[src/rtl/ppu_pkg.sv]
// shared types and constants for the pixel point operation unit
package ppu_pkg;

    // number of channels in one pixel
    localparam int MAX_CHANNELS = 4;

    // register file geometry
    localparam int ADDR_W = 4;
    localparam int DATA_W = 32;

    // register indexes (paddr[3:2])
    localparam logic [1:0] REG_MODE          = 2'd0;
    localparam logic [1:0] REG_CHANNEL_COUNT = 2'd1;
    localparam logic [1:0] REG_BRIGHT_OFFSET = 2'd2;
    localparam logic [1:0] REG_CONTRAST_GAIN = 2'd3;

    // operation codes; the codes above MODE_PASS act as pass-through
    localparam logic [2:0] MODE_INVERT   = 3'd0;
    localparam logic [2:0] MODE_GRAY     = 3'd1;
    localparam logic [2:0] MODE_BRIGHT   = 3'd2;
    localparam logic [2:0] MODE_CONTRAST = 3'd3;
    localparam logic [2:0] MODE_PASS     = 3'd4;

    // reset values of the registers
    localparam logic [2:0]         RST_MODE          = MODE_PASS;
    localparam logic [2:0]         RST_CHANNEL_COUNT = 3'd3;
    localparam logic signed [8:0]  RST_BRIGHT_OFFSET = 9'sd0;
    localparam logic signed [15:0] RST_CONTRAST_GAIN = 16'sd256;

    // luma weights in q16
    localparam logic [15:0] W_RED   = 16'd19595;
    localparam logic [15:0] W_GREEN = 16'd38470;
    localparam logic [15:0] W_BLUE  = 16'd7471;

    // contrast midpoint as an integer, and the midpoint in q8.8 added back after the gain
    localparam logic signed [8:0]  MID_LEVEL     = 9'sd128;
    localparam logic signed [25:0] CONTRAST_BIAS = 26'sd32768;

    // configuration seen by the datapath
    typedef struct packed {
        logic [2:0]         mode;
        logic [2:0]         chan_count;
        logic signed [8:0]  bright_offset;
        logic signed [15:0] contrast_gain;
    } cfg_t;

endpackage

[src/rtl/pixel_point_operation_unit_core.sv]
// top level of the pixel point operation unit: registers, pipeline and grayscale
//
//  channel | signals                                  | transfer when
//  --------+------------------------------------------+--------------------------
//  in      | in_valid, in_stall, in_ch0..in_ch3       | in_valid && !in_stall
//  out     | out_valid, out_stall, out_ch0..out_ch3   | out_valid && !out_stall
//  cfg     | psel, penable, pwrite, paddr, pwdata ... | psel && penable && pwrite
//
// two register stages: input register, then result register; a pixel moves
// from one to the next, one pixel per cycle sustained unless out_stall holds.
// the operation itself is one pass of combinational logic between the stages.
// rst_n clears both valid flags and loads the register reset values.
// out_stall backs up into the input register and then into in_stall.
module pixel_point_operation_unit_core
(
    input  logic                         clk,
    input  logic                         rst_n,

    input  logic                         in_valid,
    output logic                         in_stall,
    input  logic [7:0]                   in_ch0,
    input  logic [7:0]                   in_ch1,
    input  logic [7:0]                   in_ch2,
    input  logic [7:0]                   in_ch3,

    output logic                         out_valid,
    input  logic                         out_stall,
    output logic [7:0]                   out_ch0,
    output logic [7:0]                   out_ch1,
    output logic [7:0]                   out_ch2,
    output logic [7:0]                   out_ch3,

    input  logic                         psel,
    input  logic                         penable,
    input  logic                         pwrite,
    input  logic [ppu_pkg::ADDR_W-1:0]   paddr,
    input  logic [ppu_pkg::DATA_W-1:0]   pwdata,
    output logic [ppu_pkg::DATA_W-1:0]   prdata,
    output logic                         pready
);

    ppu_pkg::cfg_t cfg_reg;
    logic          cfg_wr;

    logic          s1_valid_reg;
    logic [7:0]    s1_pix_reg [ppu_pkg::MAX_CHANNELS];
    logic          out_valid_reg;
    logic [7:0]    out_pix_reg [ppu_pkg::MAX_CHANNELS];

    logic          out_ready;
    logic          s1_adv;
    logic          in_xfer;

    logic [2:0]    cnt_sat;
    logic          gray_en;
    logic [23:0]   luma_sum;
    logic [7:0]    lane_pix [ppu_pkg::MAX_CHANNELS];
    logic [7:0]    res_pix  [ppu_pkg::MAX_CHANNELS];

    // register write and read
    assign pready = 1'b1;
    assign cfg_wr = psel && penable && pwrite && pready;

    always_ff @(posedge clk or negedge rst_n)
    begin
        if (!rst_n)
        begin
            cfg_reg.mode          <= ppu_pkg::RST_MODE;
            cfg_reg.chan_count    <= ppu_pkg::RST_CHANNEL_COUNT;
            cfg_reg.bright_offset <= ppu_pkg::RST_BRIGHT_OFFSET;
            cfg_reg.contrast_gain <= ppu_pkg::RST_CONTRAST_GAIN;
        end
        else if (cfg_wr)
        begin
            unique case (paddr[3:2])
                ppu_pkg::REG_MODE:          cfg_reg.mode          <= pwdata[2:0];
                ppu_pkg::REG_CHANNEL_COUNT: cfg_reg.chan_count    <= pwdata[2:0];
                ppu_pkg::REG_BRIGHT_OFFSET: cfg_reg.bright_offset <= $signed(pwdata[8:0]);
                ppu_pkg::REG_CONTRAST_GAIN: cfg_reg.contrast_gain <= $signed(pwdata[15:0]);
                default: ;
            endcase
        end
    end

    always_comb
    begin
        unique case (paddr[3:2])
            ppu_pkg::REG_MODE:
                prdata = {29'd0, cfg_reg.mode};
            ppu_pkg::REG_CHANNEL_COUNT:
                prdata = {29'd0, cfg_reg.chan_count};
            ppu_pkg::REG_BRIGHT_OFFSET:
                prdata = {{23{cfg_reg.bright_offset[8]}}, cfg_reg.bright_offset};
            ppu_pkg::REG_CONTRAST_GAIN:
                prdata = {{16{cfg_reg.contrast_gain[15]}}, cfg_reg.contrast_gain};
            default:
                prdata = '0;
        endcase
    end

    // pipeline flow control
    assign out_ready = !out_valid_reg || !out_stall;
    assign s1_adv    = s1_valid_reg && out_ready;
    assign in_stall  = s1_valid_reg && !out_ready;
    assign in_xfer   = in_valid && !in_stall;

    // input register
    always_ff @(posedge clk or negedge rst_n)
    begin
        if (!rst_n)
            s1_valid_reg <= 1'b0;
        else if (!in_stall)
            s1_valid_reg <= in_valid;
    end

    always_ff @(posedge clk)
    begin
        if (in_xfer)
        begin
            s1_pix_reg[0] <= in_ch0;
            s1_pix_reg[1] <= in_ch1;
            s1_pix_reg[2] <= in_ch2;
            s1_pix_reg[3] <= in_ch3;
        end
    end

    // effective channel count, saturated at MAX_CHANNELS
    assign cnt_sat = (cfg_reg.chan_count > 3'(ppu_pkg::MAX_CHANNELS))
                   ? 3'(ppu_pkg::MAX_CHANNELS) : cfg_reg.chan_count;
    assign gray_en = (cfg_reg.mode == ppu_pkg::MODE_GRAY) && (cnt_sat >= 3'd3);

    // q16 luma of channels 0..2, constant weights
    assign luma_sum = ({16'd0, s1_pix_reg[0]} * {8'd0, ppu_pkg::W_RED})
                    + ({16'd0, s1_pix_reg[1]} * {8'd0, ppu_pkg::W_GREEN})
                    + ({16'd0, s1_pix_reg[2]} * {8'd0, ppu_pkg::W_BLUE});

    // per-channel lanes and result select
    for (genvar i = 0; i < ppu_pkg::MAX_CHANNELS; i++)
    begin : g_lane
        ppu_lane u_lane
        (
            .cfg     (cfg_reg),
            .en      (3'(i) < cnt_sat),
            .pix_in  (s1_pix_reg[i]),
            .pix_out (lane_pix[i])
        );

        assign res_pix[i] = (gray_en && (i < 3)) ? luma_sum[23:16] : lane_pix[i];
    end

    // result register
    always_ff @(posedge clk or negedge rst_n)
    begin
        if (!rst_n)
            out_valid_reg <= 1'b0;
        else if (out_ready)
            out_valid_reg <= s1_valid_reg;
    end

    always_ff @(posedge clk)
    begin
        if (s1_adv)
            out_pix_reg <= res_pix;
    end

    assign out_valid = out_valid_reg;
    assign out_ch0   = out_pix_reg[0];
    assign out_ch1   = out_pix_reg[1];
    assign out_ch2   = out_pix_reg[2];
    assign out_ch3   = out_pix_reg[3];

    // a held result with a full input register must stall the input side
    a_backpressure: assert property (@(posedge clk) disable iff (!rst_n)
        s1_valid_reg && out_valid_reg && out_stall |-> in_stall)
        else $error("input not stalled while pipeline is full");

    // a pixel leaving the input register shows up as a result next cycle
    a_advance: assert property (@(posedge clk) disable iff (!rst_n)
        s1_adv |=> out_valid_reg)
        else $error("advanced pixel lost");

    // pass-through leaves channel 3 untouched
    a_pass: assert property (@(posedge clk) disable iff (!rst_n)
        s1_adv && (cfg_reg.mode == ppu_pkg::MODE_PASS) && !cfg_wr
        |=> out_ch3 == $past(s1_pix_reg[3]))
        else $error("pass-through changed channel 3");

    // grayscale writes one luma value to channels 0..2
    a_gray: assert property (@(posedge clk) disable iff (!rst_n)
        s1_adv && gray_en |=> (out_ch0 == out_ch1) && (out_ch1 == out_ch2))
        else $error("grayscale channels differ");

endmodule

[src/rtl/ppu_lane.sv]
// per-channel point operation: invert, brightness and contrast
module ppu_lane
(
    input  ppu_pkg::cfg_t cfg,
    input  logic          en,
    input  logic [7:0]    pix_in,
    output logic [7:0]    pix_out
);

    logic signed [9:0]  bright_sum;
    logic signed [8:0]  diff;
    logic signed [24:0] prod;
    logic signed [25:0] con_sum;
    logic [7:0]         bright_pix;
    logic [7:0]         con_pix;

    // brightness: add signed offset, clamp to 0..255
    assign bright_sum = $signed({2'b00, pix_in})
                      + $signed({cfg.bright_offset[8], cfg.bright_offset});

    always_comb
    begin
        if (bright_sum[9])
            bright_pix = 8'd0;
        else if (bright_sum[8])
            bright_pix = 8'd255;
        else
            bright_pix = bright_sum[7:0];
    end

    // contrast: (v - 128) * gain + 128 in q8.8, truncate, clamp
    assign diff    = $signed({1'b0, pix_in}) - ppu_pkg::MID_LEVEL;
    assign prod    = diff * cfg.contrast_gain;
    assign con_sum = $signed({prod[24], prod}) + ppu_pkg::CONTRAST_BIAS;

    always_comb
    begin
        if (con_sum[25])
            con_pix = 8'd0;
        else if (|con_sum[24:16])
            con_pix = 8'd255;
        else
            con_pix = con_sum[15:8];
    end

    // operation select; disabled lanes and unused codes pass through
    always_comb
    begin
        pix_out = pix_in;
        if (en)
        begin
            case (cfg.mode)
                ppu_pkg::MODE_INVERT:   pix_out = 8'd255 - pix_in;
                ppu_pkg::MODE_BRIGHT:   pix_out = bright_pix;
                ppu_pkg::MODE_CONTRAST: pix_out = con_pix;
                default:                pix_out = pix_in;
            endcase
        end
    end

endmodule
[config.mk]
export PLATFORM = sky130hd
export DESIGN_NAME = pixel_point_operation_unit_core
export DESIGN_NICKNAME = d
export VERILOG_FILES = /design/src/rtl/ppu_pkg.sv /design/src/rtl/pixel_point_operation_unit_core.sv /design/src/rtl/ppu_lane.sv
export SDC_FILE = /design/constraint.sdc
export NUM_CORES = 2
export LEC_CHECK = 0
export BUFFER_PORTS_ARGS = -buffer_cell sky130_fd_sc_hd__buf_2
export CORE_MARGIN = 1
export CORE_UTILIZATION = 59
export CTS_CLUSTER_DIAMETER = 40
export DETAILED_ROUTE_END_ITERATION = 6
export GPL_TIMING_DRIVEN = 0
export PLACE_DENSITY = 0.8
export RECOVER_POWER = 100
export REMOVE_ABC_BUFFERS = 1
export SYNTH_ARGS = -nofsm -noshare
export SYNTH_HDL_FRONTEND = slang
export SYNTH_SLANG_ARGS = --single-unit
[constraint.sdc]
create_clock -name clk -period 7.46 [get_ports clk]
set_input_delay 0.373 -clock clk [delete_from_list [all_inputs] [get_ports clk]]
set_output_delay 0.373 -clock clk [all_outputs]
set_load 0.02 [all_outputs]
==> flow_metrics.py <==
metrics = {
    "status": {
        "status": "complete, but fails checks",
        "violations": "capacitance limit, slew limit, setup timing",
    },
    "worst_setup_path": {
        "worst-path-max-fanout": 4,
        "crit_path_top_delay_cell": "sky130_fd_sc_hd__edfxtp_1",
        "end_kind": "register",
        "arrival_ps": 7850,
        "path_common_cell": "sky130_fd_sc_hd__fa_1",
        "setup.worst_path.class": "register to register",
        "cp_slowest_stage_delay_ps": 570,
        "timing.critical_path.required_ps": 7550,
        "setup.worst_path.start_class": "register",
    },
    "cells_and_area": {
        "area_growth_syn_to_layout_pct": 5.87,
        "largest_register_ff_count": 32,
        "most-common-layout-cells": "sky130_fd_sc_hd__inv_1 (760), sky130_fd_sc_hd__fa_1 (610), sky130_fd_sc_hd__ha_1 (377)",
        "final_net_count": 4672,
        "layout_commonest_cell": "sky130_fd_sc_hd__inv_1",
        "layout-drive-gt1-share_pct": 7.78,
    },
    "clocking": {
        "cell_chosen_for_the_clock_root": "sky130_fd_sc_hd__clkbuf_16",
        "clock_tree.htree_level_count": 3,
        "max-clock-path-buffers": 2,
        "insertion_delay_ps": 380,
        "tritoncts": "done",
        "cts.sinks": 97,
        "cts.reportedPaths.clkPinSlew_ps": 70,
        "cts_hold_buffers": 0,
        "tritoncts.num_buffers": 9,
    },
    "placed_design": {
        "hpwl_um": 61700,
        "port_buffers": 122,
        "place.gp.congestion": 0.938,
    },
    "global_route": {
        "grt_use_total_pct": 31.3,
        "antenna_found_initial": 2,
        "grt_max_degree": 39,
        "first_global_vias": 26754,
        "wire_length_of_the_first_global_routing_pass_um": 138000,
        "globalRouteOverflowTotal": 0,
    },
    "timing": {
        "timing.final.setup_violations": 27,
        "hold_violations": 0,
        "clock_skew_ps": 14.2,
        "fmax_ghz": 0.129,
        "period_needed_ps": 7770,
        "fin_hold_ws_ps": 169,
        "unrepaired_setup_endpoints_after_global_routing": "yes",
        "final_worst_path_cycle_share_pct": 104,
        "max-slew-margin-rel_pct": -105,
        "setup_ws_ps": -308,
        "finalMaxSlewViolations": 248,
        "timing_worst_slew_pin_value_ps": 3040,
        "timing.setup.tns_ps": -4100,
    },
    "floorplanning": {
        "boundaryPins": 142,
        "core_um2": 54200,
        "dieWidth_um": 237,
        "starting_utilization_of_the_core_area_pct": 60.1,
        "floorplan.die_area_um2": 56200,
        "die_height_um": 237,
        "number_of_placement_rows": 85,
    },
    "route": {
        "drt_pre_antenna_iters": 5,
        "vias_per_cell": 5.87,
        "drt.antenna.violating_nets": 0,
        "drt_iter0_markers": 2025,
        "drc": 0,
        "total_vias_in_the_final_route": 25281,
        "detail_route.wl_per_cell_um": 19.7,
        "routed_wl_um": 85100,
    },
    "yosys": {
        "synth_seq_cells": 97,
        "synth.yosys.warnings": 0,
        "postSynthAreaPerCell_um2": 9.09,
        "asyncSetResetFlopFracSynth_pct": 34.0,
        "synth_edf_count": 64,
        "syn_inst": 3588,
        "netlist-cell-type-count": 95,
        "synth-seq-area-share_pct": 8.44,
        "synthesis.area_um2": 32600,
        "synthFlopType": "sky130_fd_sc_hd__edfxtp_1",
    },
    "hold_path": {
        "min-delay-path-class": "input port to register",
    },
    "flow_run": {
        "maxCapViolCount": 9,
    },
}
==> cells by family after synthesis <==
logic type | Yosys count | synth area share [%]
other | 1 | 0.0115
XOR/XNOR | 104 | 2.82
AO/OA/AOI/OAI | 442 | 9.00
buffers and inverters | 924 | 10.9
flip-flops | 97 | 8.44
adder cells (fa/ha/maj) | 990 | 52.0
AND/OR/NAND/NOR | 987 | 15.3
multiplexers | 43 | 1.55
==> per-stage QoR <==
step / utilization, % / worst slack, ps / instance area, um2 / cells
floorplan: - / -1020 / 31900 / 3429
global placement: 61.6 / -1620 / 33400 / 4247
detailed placement: 62.0 / -1520 / 33600 / 4254
CTS: 63.4 / -159 / 34400 / 4301
global route: 63.6 / -578 / 34500 / 4309
finish: 63.6 / -308 / 34500 / 4310
==> cells in the mapped netlist (28+ instances only) <==
cell type,count,area [um2]
sky130_fd_sc_hd__nor3_1,41,205
sky130_fd_sc_hd__xor2_1,28,245
sky130_fd_sc_hd__o21ai_0,94,470
sky130_fd_sc_hd__a21o_1,30,225
sky130_fd_sc_hd__inv_1,765,2870
sky130_fd_sc_hd__fa_1,610,12200
sky130_fd_sc_hd__mux2_2,29,327
sky130_fd_sc_hd__a21oi_1,116,581
sky130_fd_sc_hd__nand2_1,320,1200
sky130_fd_sc_hd__or2_2,37,231
sky130_fd_sc_hd__clkbuf_1,129,484
sky130_fd_sc_hd__ha_1,380,4750
sky130_fd_sc_hd__xnor2_1,75,657
sky130_fd_sc_hd__nor2_1,170,638
sky130_fd_sc_hd__edfxtp_1,64,1920
sky130_fd_sc_hd__and2_1,216,1350
sky130_fd_sc_hd__nor2b_1,69,432
sky130_fd_sc_hd__dfrtp_1,29,726
==> final timing paths <==
check | to | startpoint | cells after the start | slack (ps)
worst max-delay path | out_ch2[5] | s1_pix_reg[1][5] | 29 | -310
worst min-delay path | s1_pix_reg[2][7] | in_ch2[7] | 1 | 170
worst max register to register | out_ch2[5] | s1_pix_reg[1][5] | 29 | -310
worst min register to register | out_valid | s1_valid_reg | 1 | 530
min in group asynchronous | out_valid | rst_n | 1 | 450
max in group asynchronous | cfg_reg[1] | rst_n | 1 | 5850
==> what timing repair did <==
item | in CTS | in global routing
pin swaps | 13 | 13
setup endpoints to repair | 24 | 24
endpoints found under the hold margin | 0 | 0
cloned | 0 | 0
buffers inserted | 32 | 7
gates resized for setup | 43 | 46
==> cell type report <==
type / count / area [um2]
Multi-Input combinational cell: 2567 / 26700
Antenna cell: 2 / 5.00
Timing Repair Buffer: 167 / 996
Clock inverter: 7 / 98.8
Inverter: 765 / 2870
Sequential cell: 97 / 2770
Fill cell: 4396 / 19700
Tap cell: 696 / 871
Clock buffer: 9 / 225
==> per-layer routing <==
layer,vias to the layer above,global-route usage [%],share of wire [%]
met3,260,5.84,8.9
met1,12584,39.7,39
met2,1140,52.4,47
li1,11295,-,-
met4,2,13.8,5.1
met5,-,0,0.013
==> worst max-delay path, delay by kind of cell (launching register included) <==
kind / cells / cell delay [ps]
XOR/XNOR: 1 / 150
AND/OR/NAND/NOR: 5 / 700
buffers and inverters: 5 / 310
AO/OA/AOI/OAI: 9 / 1970
adder cells (fa/ha/maj): 9 / 3790
flip-flops: 1 / 570
Power is not shown: default switching activity piles up to over one toggle a cycle in this logic, so the estimate is an artifact.
